<file path="src/design/tca_pkg.sv">
// Shared types, sizes and helpers for the threshold cellular automaton grid.
// No dependencies; every other design file except tca_ram imports this package.
`timescale 1ns / 1ps
`default_nettype none

package tca_pkg;

  // Grid geometry
  localparam int MAX_WIDTH  = 64;
  localparam int MAX_HEIGHT = 64;
  localparam int CELL_COUNT = MAX_WIDTH * MAX_HEIGHT;
  localparam int MAX_DIM    = (MAX_WIDTH > MAX_HEIGHT) ? MAX_WIDTH : MAX_HEIGHT;

  localparam int ADDR_W = $clog2(CELL_COUNT);
  localparam int SIZE_W = $clog2(CELL_COUNT + 1);
  localparam int STEP_W = $clog2(CELL_COUNT + 2);
  localparam int DIM_W  = $clog2(MAX_DIM + 1);

  // Word fields
  localparam int CMD_W     = 2;
  localparam int COORD_W   = 6;
  localparam int COORD_MAX = (1 << COORD_W) - 1;
  localparam int GEN_W     = 32;
  localparam int LIN_W     = $clog2(COORD_MAX * MAX_WIDTH + COORD_MAX + 1);

  // Configuration port
  localparam int CFG_IDX_W  = 2;
  localparam int CFG_DATA_W = 7;
  localparam int CFG_DIM_W  = 7;
  localparam int THR_W      = 4;

  localparam logic [CFG_IDX_W-1:0] CFG_GRID_WIDTH      = 2'd0;
  localparam logic [CFG_IDX_W-1:0] CFG_GRID_HEIGHT     = 2'd1;
  localparam logic [CFG_IDX_W-1:0] CFG_COUNT_THRESHOLD = 2'd2;
  localparam logic [CFG_IDX_W-1:0] CFG_RULE_ABOVE      = 2'd3;

  localparam logic [CFG_DIM_W-1:0] GRID_WIDTH_RST  = CFG_DIM_W'(64);
  localparam logic [CFG_DIM_W-1:0] GRID_HEIGHT_RST = CFG_DIM_W'(64);
  localparam logic [THR_W-1:0]     THRESHOLD_RST   = THR_W'(5);
  localparam logic                 RULE_ABOVE_RST  = 1'b1;

  // Neighborhood window: three rows of three cells
  localparam int NBR_ROWS   = 3;
  localparam int NBR_ROW_W  = 2;
  localparam int WIN_W      = 3;
  localparam int NBR_CNT_W  = 4;
  localparam int PHASE_W    = 2;

  typedef enum logic [CMD_W-1:0] {
    CMD_WRITE    = 2'd0,
    CMD_READ     = 2'd1,
    CMD_GENERATE = 2'd2,
    CMD_INVERT   = 2'd3
  } cmd_t;

  typedef enum logic [3:0] {
    ST_CLEAR,
    ST_IDLE,
    ST_SETUP,
    ST_IDX_START,
    ST_IDX_WAIT,
    ST_READ_WAIT,
    ST_COPY,
    ST_COPY_END,
    ST_GEN,
    ST_INV,
    ST_INV_END,
    ST_DONE
  } state_t;

  typedef struct packed {
    logic                 cap;
    logic [NBR_ROW_W-1:0] row;
  } win_ctl_t;

  // Zero acts as one, anything above the maximum acts as the maximum.
  function automatic logic [DIM_W-1:0] clamp_dim(input logic [CFG_DIM_W-1:0] v,
                                                  input int unsigned maxv);
    logic [DIM_W-1:0] res;
    if (v == '0) begin
      res = DIM_W'(1);
    end else if (int'(v) > int'(maxv)) begin
      res = DIM_W'(maxv);
    end else begin
      res = DIM_W'(v);
    end
    return res;
  endfunction

endpackage

`default_nettype wire

</file>
<file path="src/design/tca_mod.sv">
// Bit-serial remainder unit: linear cell index modulo the live grid size.
// Depends on tca_pkg for widths.
`timescale 1ns / 1ps
`default_nettype none

module tca_mod (
  input  logic                        clk,
  input  logic                        rst_n,
  input  logic                        start,
  input  logic [tca_pkg::LIN_W-1:0]   dividend,
  input  logic [tca_pkg::SIZE_W-1:0]  divisor,
  output logic                        done,
  output logic [tca_pkg::ADDR_W-1:0]  rem
);
  import tca_pkg::*;

  localparam int CNT_W = $clog2(LIN_W + 1);

  logic              busy_r;
  logic [CNT_W-1:0]  cnt_r;
  logic [LIN_W-1:0]  sh_r;
  logic [SIZE_W-1:0] rem_r;
  logic [SIZE_W-1:0] div_r;
  logic [SIZE_W:0]   trial;
  logic [SIZE_W:0]   div_ext;

  assign trial   = {rem_r, sh_r[LIN_W-1]};
  assign div_ext = {1'b0, div_r};

  always_ff @(posedge clk) begin
    if (!rst_n) begin
      busy_r <= 1'b0;
      cnt_r  <= '0;
    end else if (start) begin
      busy_r <= 1'b1;
      cnt_r  <= CNT_W'(LIN_W);
    end else if (busy_r) begin
      if (cnt_r != '0) begin
        cnt_r <= cnt_r - 1'b1;
      end else begin
        busy_r <= 1'b0;
      end
    end
  end

  // One quotient bit per cycle, restoring form
  always_ff @(posedge clk) begin
    if (start) begin
      rem_r <= '0;
      sh_r  <= dividend;
      div_r <= divisor;
    end else if (busy_r && (cnt_r != '0)) begin
      rem_r <= (trial >= div_ext) ? SIZE_W'(trial - div_ext) : SIZE_W'(trial);
      sh_r  <= {sh_r[LIN_W-2:0], 1'b0};
    end
  end

  assign done = busy_r && (cnt_r == '0);
  assign rem  = rem_r[ADDR_W-1:0];

endmodule

`default_nettype wire

</file>
<file path="config.mk">
export PLATFORM = sky130hd
export DESIGN_NAME = tca_mod
export DESIGN_NICKNAME = d
export VERILOG_FILES = /design/src/design/tca_pkg.sv /design/src/design/tca_mod.sv
export SDC_FILE = /design/constraint.sdc
export NUM_CORES = 1
export LEC_CHECK = 0
export ABC_AREA = 1
export ABC_CLOCK_PERIOD_IN_PS = 1800
export BUFFER_PORTS_ARGS = -buffer_cell sky130_fd_sc_hd__buf_2
export CORE_UTILIZATION = 35
export CTS_BUF_LIST = sky130_fd_sc_hd__clkbuf_4
export CTS_CLUSTER_DIAMETER = 100
export CTS_CLUSTER_SIZE = 25
export DETAILED_ROUTE_END_ITERATION = 16
export SLEW_MARGIN = 40
export SYNTH_ARGS = -nofsm -noshare
export SYNTH_HDL_FRONTEND = slang
export SYNTH_SLANG_ARGS = --single-unit
</file>
<file path="constraint.sdc">
create_clock -name clk -period 1.8 [get_ports clk]
set_clock_uncertainty 0.1 [all_clocks]
set_input_delay 0.36 -clock clk [delete_from_list [all_inputs] [get_ports clk]]
set_output_delay 0.36 -clock clk [all_outputs]
set_load 0.03 [all_outputs]
</file>
---- Word level (Yosys, flattened, before mapping) ----
Cells that the tools add are included.
word-level totals
  register bits after elaboration ......... 43
  output and inout port bits .............. 13
  word-level logic and storage cells ...... 29
cells by class
  $add $sub $neg .......................... 2
  $lt $le $gt $ge ......................... 1
  muxes and demuxes ....................... 9
  bitwise logic cells ..................... 1
  reductions and logical operators ........ 10
operators with widths
  operator               number
  $mux W12               2
  $ge A14 B13 Y1         1
  $mux W13               1
  $sub A13 B13 Y13       1
  $mux W4                3
  $reduce_bool A2 Y1     3
  $logic_not A4 Y1       1
  $reduce_and A2 Y1      2
  $reduce_bool A4 Y1     1
  $sub A4 B1 Y4 const B  1
  $mux W1                3
  $logic_and A1 B1 Y1    2
  $reduce_or A2 Y1       1
  $not A1 Y1             1

---- Logic depth before layout (Yosys ltp) ----
  depth in word-level cells ............... 4
  depth in mapped cells ................... 12
  mapped depth without buffers ............ 12

---- Worst setup path before layout ----
Ideal clock, no wire load.
  path type ............................... reg-to-reg
  start ................................... reg sh_r[11]
  end ..................................... reg rem_r[9]
  arrival ................................. 1.619 ns
  path slack .............................. -0.032 ns
  cell stages (with the launch flop) ...... 13
  path buffers ............................ 1
  period minus slack after synthesis ...... 1.832 ns
  path through ............................ edfxtp_1 -> inv_1 -> ha_1 -> fa_1 -> inv_1 -> nand2_1 -> nand3_2 -> nand2_4 -> nand3_4 -> buf_12 -> nand3_2 -> nand3_1 -> nand2_1
on the way
  word-level cells in the longest chain between the ends .. 2
ends and longest elaborated chain
  element                                                    RTL line       text
  start: declaration                                         tca_mod.sv:21  logic [LIN_W-1:0] sh_r;
  start signal: assignment                                   tca_mod.sv:50  sh_r <= dividend;
  start signal: assignment                                   tca_mod.sv:54  sh_r <= {sh_r[LIN_W-2:0], 1'b0};
  $sub A13 B13 Y13 / $ge A14 B13 Y1 (equally long branches)  tca_mod.sv:53  rem_r <= (trial >= div_ext) ? SIZE_W'(trial - div_ext) : SIZE_W'(trial);
  $mux W13 *                                                 tca_mod.sv:53
  end signal: assignment                                     tca_mod.sv:53
  end: declaration                                           tca_mod.sv:22  logic [SIZE_W-1:0] rem_r;
Mark *: on every way between the ends. The rest lies on a longest branch, timed or not.
A chain may end at the register's enable or synchronous reset.

---- Worst setup path after layout ----
  start ................................... reg div_r[0]
  end ..................................... reg rem_r[12]
on the way
  word-level cells in the longest chain between the ends .. 2
ends and longest elaborated chain
  element                                                    RTL line       text
  start: declaration                                         tca_mod.sv:23  logic [SIZE_W-1:0] div_r;
  start signal: assignment                                   tca_mod.sv:51  div_r <= divisor;
  $sub A13 B13 Y13 / $ge A14 B13 Y1 (equally long branches)  tca_mod.sv:53
  $mux W13 *                                                 tca_mod.sv:53
Marked as above.

==> flow_summary.toml <==
[cells_and_area]
layout_common_cells = "nand2_1 (121), inv_1 (66), buf_2 (39)"
finalNonFillerCells = 551
fin_nets = 492
drive_gt1_share_pct = 35.19
stdcell_area_um2 = 3657
final.fill_count = 790
syn_to_final_growth_pct = 27.81
diodes = 0
final_common_cell = "nand2_1"

[routing]
wl_met3_um = 285
vias = 2530
route.detailed.drc = 0
wl_met1_mm = 3.026
first_pass_iters = 4
wl_per_cell_um = 12.42
antenna_left = 0
via_per_inst = 4.592
routed.top_layer = "met4"
wirelength_mm = 6.842
wl_met2_mm = 3.399
drt_iter0_drc = 98

[timing]
finalHoldViolations = 0
finalSetupViolations = 13
period_share_pct = 102.7
finalSetupTns_ns = -0.3966
tightest_slew_ns = 0.3644
whs_ns = 0.05165
period_needed_ns = 1.849
max_slew_margin_pct = 75.68
fmax_mhz = 540.9
report.final.slew_viol_count = 0
rsz0062_at_grt = "yes"
setup_ws_ns = -0.04880

[run]
max_cap_violations = 0

[grt]
gr-usage-all-layers_pct = 16.77
grt_pass1_vias = 2422
grt-ovfl-total = 0
antenna_found_initial = 0
grt_max_degree = 17
grt_pass1_wl_mm = 11.16

[power_and_ir_drop]
p_total_mw = 2.081
power_switching_mw = 0.6351
powerDensity_nw_per_um2 = 569.1
peakVddDrop_uv = 393.3
swShare_pct = 30.51
p_leak_nw = 1.904
combinationalPowerShare_pct = 19.5
seq_power_share_pct = 54.5
p_clk_share_pct = 26.0
internal_power_mw = 1.446

[floorplan]
die_h_um = 92.42
rows = 32
die_x_um = 92.42
die-area_um2 = 8541
start_util_pct = 36.65
ios = 41
coreArea_um2 = 7807

[placement]
place.gp.congestion = 0.8576
placed_area_um2 = 3289
port_buffers = 40
hpwl_mm = 4.848
placedCellCount = 538

[clock_network]
holdBufCountCts = 0
cts_tree = "done"
cts-root-buf = "clkbuf_4"
cts_buffer_depth = 2
clk_pin_slew_ns = 0.16
worstSkewPairLatency_ns = 0.37
cts_buffers = 5
cts.sinks = 43
h-tree-depth = 2

[setup_path]
worstSetupPathType = "reg -> reg"
path_max_fanout = 7
start_kind = "flip-flop"
reg2reg_from = "div_r[0]"
required_ns = 1.98
cp-end-kind = "flip-flop"
critPathLaunch = "div_r[0]"
cp_data_arrival_time_ns = 2.03

[synthesis]
synth.distinct_cells = 31
netlist_area_um2 = 2861
ys_seq_area_share_pct = 38.83
synth_seq_cells = 43
syn_nets = 425
synth_warnings = 0
synthCells = 381
syn_avg_cell_area_um2 = 7.510

[run_status]
status = "finished with violations"
failed_checks = "setup timing"

[min_path]
hp-start = "divisor[0]"
hold_path.class = "in -> reg"
[path summary, 6_finish.rpt]
path / to / slack, ns / cells after the start
max: rem_r[12] / -0.05 / 10
min: div_r[0] / 0.05 / 1
max reg2reg: rem_r[12] / -0.05 / 10
min reg2reg: cnt_r[0] / 0.38 / 2
[layout make-up]
type                            count  area, um^2  share of cell area, %
Clock buffer                        5       37.54                  1.026
Multi-Input combinational cell    241        1529                  41.81
Inverter                           77       292.8                  8.005
Sequential cell                    43        1115                  30.48
Tap cell                          102       127.6                  3.490
Clock inverter                      3       26.28                 0.7184
Timing Repair Buffer               80       529.3                  14.47
[flip-flops by register name (all words and copies together), names as in the netlist]
name	flops
rem_r	13
div_r	13
sh_r	12
busy_r	1
cnt_r	4
[per-stage QoR]
step                utilization, %  worst slack, ns
finish                       46.84         -0.04880
global route                 46.84          -0.1478
CTS                          45.00         -0.04896
detailed placement           42.13          -0.1178
global placement             42.13         -0.03403
floorplan                        -          0.01720
[layer usage]
layer | vias to the layer above | track usage (%)
met5 | - | 0
met4 | 0 | 5.859
met3 | 10 | 3.448
met2 | 58 | 29.94
met1 | 1161 | 19.78
li1 | 1301 | -
[worst max-delay path, cell delays in order, from the launching register on]
cell and delay [ns]:
edfxtp_1 0.41, ha_2 0.20, fa_2 0.35, inv_2 0.08
nand2_2 0.07, nand3_4 0.08, nand2_4 0.09, nand3_4 0.16
nand3_2 0.10, nand3_2 0.06, nand2_1 0.04
[synth_stat cells (all sizes together)]
library cell	instances	share of area [%]
a211oi	1	0.26
and2	1	0.31
a21oi	6	1.4
nor3	1	0.17
xnor2	3	0.92
inv	77	10
ha	15	6.6
xor2	4	1.2
nor2	17	3.1
buf	15	4.4
dfxtp	18	13
nand2	138	19
o21bai	1	0.26
nand4	17	3.7
fa	1	0.70
o21ai	2	0.35
edfxtp	25	26
clkbuf	6	1.8
nand3	33	7.1
[repair_timing]
action / in CTS / in global routing
pin swaps: 4 / 8
setup endpoints to repair: 14 / 26
cloned: 1 / 0
endpoints found under the hold margin: 0 / 0
buffers inserted: 2 / 2
gates resized for setup: 29 / 35
[cells by family (layout without fill, tap and decap cells)]
group | Yosys count | after routing | share of synthesized area (%)
AND/OR/NAND/NOR | 207 | 208 | 33.10
buffers and inverters | 98 | 165 | 16.35
flip-flops | 43 | 43 | 38.83
adder cells (fa/ha/maj) | 16 | 16 | 7.258
AO/OA/AOI/OAI | 10 | 10 | 2.318
XOR/XNOR | 7 | 7 | 2.143
[power groups by stage]
stage | clock network [mW] | logic [mW] | registers (mW)
after floorplan | 0 | 0.233 | 1.15
after global placement | 0 | 0.353 | 1.15
after detailed placement | 0 | 0.359 | 1.15
after CTS | 0.568 | 0.380 | 1.13
after global routing | 0.591 | 0.456 | 1.14
final | 0.541 | 0.407 | 1.13
No activity file was read; power rests on OpenSTA's default activity.
