==> src/design/tca_pkg.sv <==
// Shared types, sizes and helpers for the threshold cellular automaton grid.
// No dependencies; every other design file except tca_ram imports this package.
`timescale 1ns / 1ps
`default_nettype none

package tca_pkg;

  // Grid geometry
  localparam int MAX_WIDTH  = 64;
  localparam int MAX_HEIGHT = 64;
  localparam int CELL_COUNT = MAX_WIDTH * MAX_HEIGHT;
  localparam int MAX_DIM    = (MAX_WIDTH > MAX_HEIGHT) ? MAX_WIDTH : MAX_HEIGHT;

  localparam int ADDR_W = $clog2(CELL_COUNT);
  localparam int SIZE_W = $clog2(CELL_COUNT + 1);
  localparam int STEP_W = $clog2(CELL_COUNT + 2);
  localparam int DIM_W  = $clog2(MAX_DIM + 1);

  // Word fields
  localparam int CMD_W     = 2;
  localparam int COORD_W   = 6;
  localparam int COORD_MAX = (1 << COORD_W) - 1;
  localparam int GEN_W     = 32;
  localparam int LIN_W     = $clog2(COORD_MAX * MAX_WIDTH + COORD_MAX + 1);

  // Configuration port
  localparam int CFG_IDX_W  = 2;
  localparam int CFG_DATA_W = 7;
  localparam int CFG_DIM_W  = 7;
  localparam int THR_W      = 4;

  localparam logic [CFG_IDX_W-1:0] CFG_GRID_WIDTH      = 2'd0;
  localparam logic [CFG_IDX_W-1:0] CFG_GRID_HEIGHT     = 2'd1;
  localparam logic [CFG_IDX_W-1:0] CFG_COUNT_THRESHOLD = 2'd2;
  localparam logic [CFG_IDX_W-1:0] CFG_RULE_ABOVE      = 2'd3;

  localparam logic [CFG_DIM_W-1:0] GRID_WIDTH_RST  = CFG_DIM_W'(64);
  localparam logic [CFG_DIM_W-1:0] GRID_HEIGHT_RST = CFG_DIM_W'(64);
  localparam logic [THR_W-1:0]     THRESHOLD_RST   = THR_W'(5);
  localparam logic                 RULE_ABOVE_RST  = 1'b1;

  // Neighborhood window: three rows of three cells
  localparam int NBR_ROWS   = 3;
  localparam int NBR_ROW_W  = 2;
  localparam int WIN_W      = 3;
  localparam int NBR_CNT_W  = 4;
  localparam int PHASE_W    = 2;

  typedef enum logic [CMD_W-1:0] {
    CMD_WRITE    = 2'd0,
    CMD_READ     = 2'd1,
    CMD_GENERATE = 2'd2,
    CMD_INVERT   = 2'd3
  } cmd_t;

  typedef enum logic [3:0] {
    ST_CLEAR,
    ST_IDLE,
    ST_SETUP,
    ST_IDX_START,
    ST_IDX_WAIT,
    ST_READ_WAIT,
    ST_COPY,
    ST_COPY_END,
    ST_GEN,
    ST_INV,
    ST_INV_END,
    ST_DONE
  } state_t;

  typedef struct packed {
    logic                 cap;
    logic [NBR_ROW_W-1:0] row;
  } win_ctl_t;

  // Zero acts as one, anything above the maximum acts as the maximum.
  function automatic logic [DIM_W-1:0] clamp_dim(input logic [CFG_DIM_W-1:0] v,
                                                  input int unsigned maxv);
    logic [DIM_W-1:0] res;
    if (v == '0) begin
      res = DIM_W'(1);
    end else if (int'(v) > int'(maxv)) begin
      res = DIM_W'(maxv);
    end else begin
      res = DIM_W'(v);
    end
    return res;
  endfunction

endpackage

`default_nettype wire

==> src/design/tca_window.sv <==
// Sliding 3x3 neighborhood window, neighbor count and threshold rule.
// Depends on tca_pkg for widths and the window control struct.
`timescale 1ns / 1ps
`default_nettype none

module tca_window (
  input  logic                       clk,
  input  tca_pkg::win_ctl_t          ctl,
  input  logic                       snap_bit,
  input  logic [tca_pkg::THR_W-1:0]  threshold,
  input  logic                       rule_above,
  output logic                       alive
);
  import tca_pkg::*;

  logic [WIN_W-1:0]     rows_r [NBR_ROWS];
  logic [WIN_W-1:0]     bottom;
  logic [NBR_CNT_W-1:0] count;

  // Shift the new snapshot bit into the selected row; bit 0 is the newest.
  always_ff @(posedge clk) begin
    if (ctl.cap) begin
      case (ctl.row)
        NBR_ROW_W'(0): rows_r[0] <= {rows_r[0][WIN_W-2:0], snap_bit};
        NBR_ROW_W'(1): rows_r[1] <= {rows_r[1][WIN_W-2:0], snap_bit};
        NBR_ROW_W'(2): rows_r[2] <= {rows_r[2][WIN_W-2:0], snap_bit};
        default: ;
      endcase
    end
  end

  // Bottom row is completed by the bit arriving in the same cycle.
  assign bottom = {rows_r[2][WIN_W-2:0], snap_bit};

  always_comb begin
    count = '0;
    for (int i = 0; i < WIN_W; i++) begin
      count = count + NBR_CNT_W'(rows_r[0][i]) + NBR_CNT_W'(bottom[i]);
    end
    count = count + NBR_CNT_W'(rows_r[1][0]) + NBR_CNT_W'(rows_r[1][WIN_W-1]);
  end

  assign alive = rule_above ? (count > threshold) : (count <= threshold);

endmodule

`default_nettype wire

==> config.mk <==
export PLATFORM = sky130hd
export DESIGN_NAME = tca_window
export DESIGN_NICKNAME = d
export VERILOG_FILES = /design/src/design/tca_pkg.sv /design/src/design/tca_window.sv
export SDC_FILE = /design/constraint.sdc
export NUM_CORES = 1
export LEC_CHECK = 0
export BUFFER_PORTS_ARGS = -buffer_cell sky130_fd_sc_hd__buf_4
export CORE_AREA = 2 2 39 41
export CTS_CLUSTER_DIAMETER = 200
export DETAILED_ROUTE_END_ITERATION = 10
export DIE_AREA = 0 0 41 43
export HOLD_SLACK_MARGIN = 0.12
export PLACE_DENSITY_LB_ADDON = 0.08
export SETUP_SLACK_MARGIN = 0.02
export SLEW_MARGIN = 15
export SYNTH_ARGS = -nofsm -noshare
export SYNTH_HDL_FRONTEND = slang
export SYNTH_SLANG_ARGS = --single-unit
export TNS_END_PERCENT = 10
==> constraint.sdc <==
create_clock -name clk -period 10.6 [get_ports clk]
set_input_delay 1.59 -clock clk [delete_from_list [all_inputs] [get_ports clk]]
set_output_delay 1.59 -clock clk [all_outputs]
set_load 0.005 [all_outputs]
* Word level (Yosys, flattened, before mapping)
Memories as Yosys holds them, arrays and structs flattened.
Cells that the tools add are included.
** Word-level totals
- Flip-flop bits (word level) :: 0
- Memory bits (writable) :: 9
- Input port bits :: 10
- Output and inout port bits :: 1
- Word-level logic and storage cells :: 31
- Memories :: 1
** Cells by class
- $add $sub $neg :: 7
- Magnitude comparators :: 2
- Eq/ne operators :: 2
- Mux-type cells :: 16
- Reduce and logical (&&, ||, !) cells :: 3
** Memory list
- rows_r :: words 3, width 3, rd ports 3, clocked after memory_dff 0, wr ports 1, line tca_window.sv:16 : logic [WIN_W-1:0] rows_r [NBR_ROWS];
** Operators with widths (number)
- adder 4 x 1 -> 4 bit :: 4
- 2-to-1 mux 1 bit :: 12
- 2-to-1 mux 3 bit :: 2
- OR reduction 3 bit :: 2
- adder 3 x 1 -> 4 bit :: 1
- > comparator 4 bit :: 1
- less-or-equal comparator 4 bit :: 1
- 2-to-1 mux 2 bit :: 2
- adder 2 x 1 -> 3 bit :: 1
- adder 1 x 1 -> 2 bit :: 1
- equality test 2 x 1 -> 1 bit (second input constant) :: 1
- equality test 2 bit (second input constant) :: 1
- zero test 2 bit :: 1

* Depth between registers and ports, before layout
Gate-level depths: netlist of the first run.
- Depth in word-level cells :: 9
- Gate-level depth with buffers :: 14
- Mapped depth without buffers :: 14

* Worst setup path after synthesis of the first run
No wires, ideal clock.
- Path kind :: input to output
- From :: input port snap_bit
- To :: output port alive
- Arrival time :: 4.523 ns
- Required time :: 9.010 ns
- Setup slack :: 4.487 ns
- Stages :: 14
- Buffers on the path :: 0
- Path through :: inv_1 fa_1 fa_1 fa_1 inv_1 ha_1 inv_1 fa_1 inv_1 ha_1 nor2b_4 o211ai_2 a21oi_2 xnor2_1
** On the way
- Word-level cells in the longest chain between the ends :: 9
- Elaborated cells on any way between the ends :: 10
- Those cells by class :: 7 x add/sub; 2 x order compare; 1 x mux
** Ends and longest elaborated chain
- start, declared :: line tca_window.sv:9 : input logic snap_bit,
- adder 1 x 1 -> 2 bit * :: line tca_window.sv:38 : count = count + NBR_CNT_W'(rows_r[0][i]) + NBR_CNT_W'(bottom[i]);
- adder 2 x 1 -> 3 bit * :: line tca_window.sv:38
- adder 3 x 1 -> 4 bit * :: line tca_window.sv:38
- adder 4 x 1 -> 4 bit * (2 in a row) :: line tca_window.sv:38
- adder 4 x 1 -> 4 bit * (2 in a row) :: line tca_window.sv:40 : count = count + NBR_CNT_W'(rows_r[1][0]) + NBR_CNT_W'(rows_r[1][WIN_W-1]);
- less-or-equal comparator 4 bit or > comparator 4 bit (tied branches) :: line tca_window.sv:43 : assign alive = rule_above ? (count > threshold) : (count <= threshold);
- 2-to-1 mux 1 bit * :: line tca_window.sv:43
- end, declared :: line tca_window.sv:12 : output logic alive
Every way passes the cells marked *; elsewhere a longest branch is shown, timed or not.

* Final worst setup path of the first run
Same ends and word-level chain as after synthesis.

==> results.cfg, run 1 <==
[die]
die_x_um = 41
initial_core_util_pct = 41.8
core-area_um2 = 1380
io_pins = 11
fp.dieH_um = 43
dieArea_um2 = 1760
rows = 14

[timing]
fmax_mhz = 155
tns_ps = 0
setup_violations = 0
skew_ps = 0.813
final.period_utilization_pct = 60.9
drv_slew = 0
slew-limit-headroom_pct = 69.2
worst_pin_slew_ps = 461
holdWs_ps = 431
fin_crit_ps = 6450
grt_setup_unrepaired = false
hold_violations = 0

[pwr]
powerDensity_nw_per_um2 = 125
p_leak_nw = 0.350
peakVddDrop_mv = 0.0803
total_power_uw = 87.0

[route]
drtIter0Drc = 5
ant_nets = 0
drc = 0
dr.pass1.iters = 2
viasPerCell = 4.63
vias = 366
wirelength_um = 842
wire_per_inst_um = 10.7

[worst_setup_path]
cp_max_fo = 4
criticalPathCategory = input port to output port
worstSetupEndpointType = output port
critPathRequiredTime_ps = 9010
start_kind = input port
crit_arrival_ps = 4860

[cells_and_area]
diodes = 0
num-fill-cells = 142
largest_register_ffs = 8
fin_nets = 86
layout-drive-gt1-share_pct = 27.0
top_register = rows_r
syn2layout_area_growth_pct = 20.3
largestRegisters = rows_r: 8 flops

[clock_tree]
post_cts_buffers = 0
cts_buffers = 3
clkLatencyLatePin_ps = 240
htreeDepth = 1
cts_root_buffer = clkbuf_4
clk_pin_slew_ps = 50
cts_buffer_depth = 2
cts_tree = yes
cts_num_sinks = 8
ctsHoldBuffers = 0
cts_resized = 0

[synth]
synth_seq_cells = 8
syn_area_um2 = 578
synth.distinct_cells = 15
syn_inst = 50
postSynthAreaPerCell_um2 = 11.6
synth_nets = 71
yosysSeqAreaShare_pct = 41.6
yosys_warnings = 0

[run_status]
run_status = finished clean

[global_route]
antenna_found_initial = 0
grt_max_degree = 5
grt_pass1_wl_mm = 1.54
grt_pass1_vias = 361
grt-ovfl-total = 0
grtUsageTotal_pct = 13.8

[placed_design]
gp_congestion = 0.698
port-buffer-count = 10
hpwlAfterDp_um = 761

[min_path]
hold_class = register to register

[run]
cap_violations = 0
==> synth_stat cells <==
master,count,area share [%]
inv_1,18,12
edfxtp_1,8,42
ha_1,7,15
fa_1,4,14
a21oi_1,2,1.7
xnor2_1,2,3.0
a21oi_2,1,1.5
and3b_1,1,1.5
and4_2,1,1.7
nand2_1,1,0.65
nor2_1,1,0.65
nor2b_1,1,1.1
nor2b_4,1,2.4
nor3b_1,1,1.3
o211ai_2,1,2.2
==> metal layers <==
metal	part of all wire [%]	vias up	track usage, %
met4	0.48	0	8.00
met5	0	-	0
li1	-	185	-
met3	3.4	2	4.71
met1	41	173	15.3
met2	55	6	21.6
==> critical path, cell delays in order <==
cell	delay, ps
buf_4	90
inv_1	50
fa_1	560
fa_1	430
fa_1	440
inv_1	80
ha_1	160
inv_1	50
fa_1	470
inv_1	40
ha_1	280
nor2b_4	140
o211ai_2	80
a21oi_2	150
xnor2_1	120
buf_4	130
==> report_power, final <==
part | internal [mW] | switching, mW
clock | 0.0129 | 0.00889
combinational | 0.0159 | 0.0132
sequential | 0.0358 | 0.000332
==> layout by cell type (no fill, tap or decap), drive strengths merged <==
master and count:
fa 4, nor2 1, o211ai 1, nor2b 2, xnor2 2, inv 18
and4 1, clkbuf 3, nor3b 1, ha 7, edfxtp 8, buf 10
nand2 1, and3b 1, a21oi 3
==> cell type report <==
cell class	count	area [µm²]	share of cell area, %
Timing Repair Buffer	10	75.1	10.8
Clock buffer	3	22.5	3.24
Sequential cell	8	240	34.5
Multi-Input combinational cell	24	270	38.8
Inverter	18	67.6	9.71
Tap cell	16	20.0	2.88
==> through the flow <==
| step | utilization [%] | worst slack (ps) | instance area, µm² | instances |
|---|---|---|---|---|
| after floorplan | - | 4490 | 578 | 50 |
| after global placement | 48.6 | 4160 | 673 | 76 |
| after detailed placement | 48.6 | 4130 | 673 | 76 |
| after CTS | 50.3 | 4120 | 696 | 79 |
| after global routing | 50.3 | 3900 | 696 | 79 |
| final | 50.3 | 4150 | 696 | 79 |
==> logic make-up after synthesis <==
logic type | count (synthesis) | share of synthesized area [%]
AO/OA/AOI/OAI | 4 | 5.41
XOR/XNOR | 2 | 3.03
adder cells (fa/ha/maj) | 11 | 29.0
buffers and inverters | 18 | 11.7
flip-flops | 8 | 41.6
AND/OR/NAND/NOR | 7 | 9.31
==> final timing paths <==
| path | from | to | slack (ps) | depth (start not counted) |
|---|---|---|---|---|
| setup / recovery | snap_bit | alive | 4150 | 16 |
| hold / removal | rows_r[0][4] | rows_r[0][5] | 430 | 0 |
| setup reg to reg | rows_r[0][1] | rows_r[0][2] | 9930 | 0 |
| hold reg to reg | rows_r[0][4] | rows_r[0][5] | 430 | 0 |
(Power assumes the default switching activity.)
==> run 2, diff against run 1 <==
clock period = 5.8 ns   (was 10.6 ns; I/O delays follow)
==> run 2 against run 1 <==
Compared with the run above:
- hold slack worse by 3.4 ps
- sequential power up 83%
- via count down 3.3%
- critical endpoint unchanged
==> results.cfg, run 2 (synthesized netlist as in run 1, its figures left out) <==
[run_status]
run_status = finished clean

[worst_setup_path]
cp_max_fo = 4
criticalPathCategory = input port to output port
worstReg2RegEnd = rows_r[0][2]
start_kind = input port
worstSetupEndpointType = output port
r2r_start = rows_r[0][1]
reg2reg_slack_ps = 5130
crit_arrival_ps = 4150
critPathRequiredTime_ps = 4930
reg2reg_depth = 0

[timing]
hold_violations = 0
setup_violations = 0
fmax_mhz = 199
fin_crit_ps = 5020
skew_ps = 3.41
tns_ps = 0
slew-limit-headroom_pct = 68.9
grt_setup_unrepaired = false
fin_ws_ps = 783
drv_slew = 0
holdWs_ps = 427
final.period_utilization_pct = 86.5
worst_pin_slew_ps = 465

[die]
die_x_um = 41
dieArea_um2 = 1760
rows = 14
fp.dieH_um = 43
io_pins = 11
core-area_um2 = 1380
initial_core_util_pct = 41.8

[pwr]
p_leak_nw = 0.350
peakVddDrop_mv = 0.129
powerDensity_nw_per_um2 = 228

[global_route]
grt-ovfl-total = 0
grt_pass1_wl_mm = 1.43
grtUsageTotal_pct = 12.9
grt_pass1_vias = 394
antenna_found_initial = 0
grt_max_degree = 5

[clock_tree]
cts_resized = 0
post_cts_buffers = 0
cts_buffer_depth = 2
cts_num_sinks = 8
clkLatencyLatePin_ps = 240
htreeDepth = 1
cts_buffers = 3
cts_tree = yes
clk_pin_slew_ps = 50
ctsHoldBuffers = 0
cts_root_buffer = clkbuf_4

[cells_and_area]
num-fill-cells = 140
syn2layout_area_growth_pct = 20.3
mostFrequentLayoutCells = 18 x inv_1, 10 x buf_4, 8 x edfxtp_1
fin_nets = 86
largestRegisters = rows_r: 8 flops
diodes = 0
layout_commonest_cell = inv_1
top_register = rows_r
largest_register_ffs = 8
layout-drive-gt1-share_pct = 27.0
fin_area_um2 = 696

[route]
drc = 0
viasPerCell = 4.48
vias = 354
dr.pass1.iters = 2
wirelength_um = 807
drtIter0Drc = 6
wire_per_inst_um = 10.2
ant_nets = 0

[placed_design]
gp_congestion = 0.708
port-buffer-count = 10
hpwlAfterDp_um = 758
post-place-ws_ps = 743
place_area_um2 = 673

[run]
cap_violations = 0

[min_path]
hold_class = register to register
min_delay_worst_endpoint = rows_r[0][5]
min_path_cells = 0
min_from = rows_r[0][4]
-- run 2: worst max path at each step --
stage	startpoint	endpoint
after CTS	snap_bit	alive
after floorplan	snap_bit	alive
after global placement	snap_bit	alive
final	snap_bit	alive
after detailed placement	snap_bit	alive
after global routing	snap_bit	alive
-- run 2: critical path, stage by stage --
cell and delay [ps]:
buf_4 90, inv_1 50, fa_1 570, fa_1 440
fa_1 440, inv_1 70, ha_1 150, inv_1 50
fa_1 470, inv_1 50, ha_1 270, nor2b_4 130
o211ai_2 80, a21oi_2 150, xnor2_1 120, buf_4 130
-- run 2: final cells by class --
| cell class | instances | area, µm² | area share [%] |
|---|---|---|---|
| flip-flops and latches | 8 | 240 | 34.5 |
| inverters | 18 | 67.6 | 9.71 |
| repair buffers | 10 | 75.1 | 10.8 |
| well taps | 16 | 20.0 | 2.88 |
| clock buffers | 3 | 22.5 | 3.24 |
| multi-input cells | 24 | 270 | 38.8 |
-- run 2: power breakdown --
group	internal, mW	switching [mW]	leakage, nW
registers	0.0654	0.000546	0.0735
clock network	0.0235	0.0162	0.0138
logic	0.0290	0.0238	0.263
-- run 2: through the flow --
step / utilization [%] / std cells / total power [mW]
floorplan: - / 50 / 0.105
global placement: 48.6 / 76 / 0.121
detailed placement: 48.6 / 76 / 0.122
CTS: 50.3 / 79 / 0.162
global route: 50.3 / 79 / 0.173
finish: 50.3 / 79 / 0.158
-- run 2: routing by layer --
layer	part of all wire (%)	wire length [µm]	vias to the layer above	GRT usage (%)
li1	-	-	184	-
met1	40	324	160	13.2
met2	54	437	8	21.6
met3	4.5	36	2	4.71
met4	0.99	8	0	6.00
met5	0	0	-	0
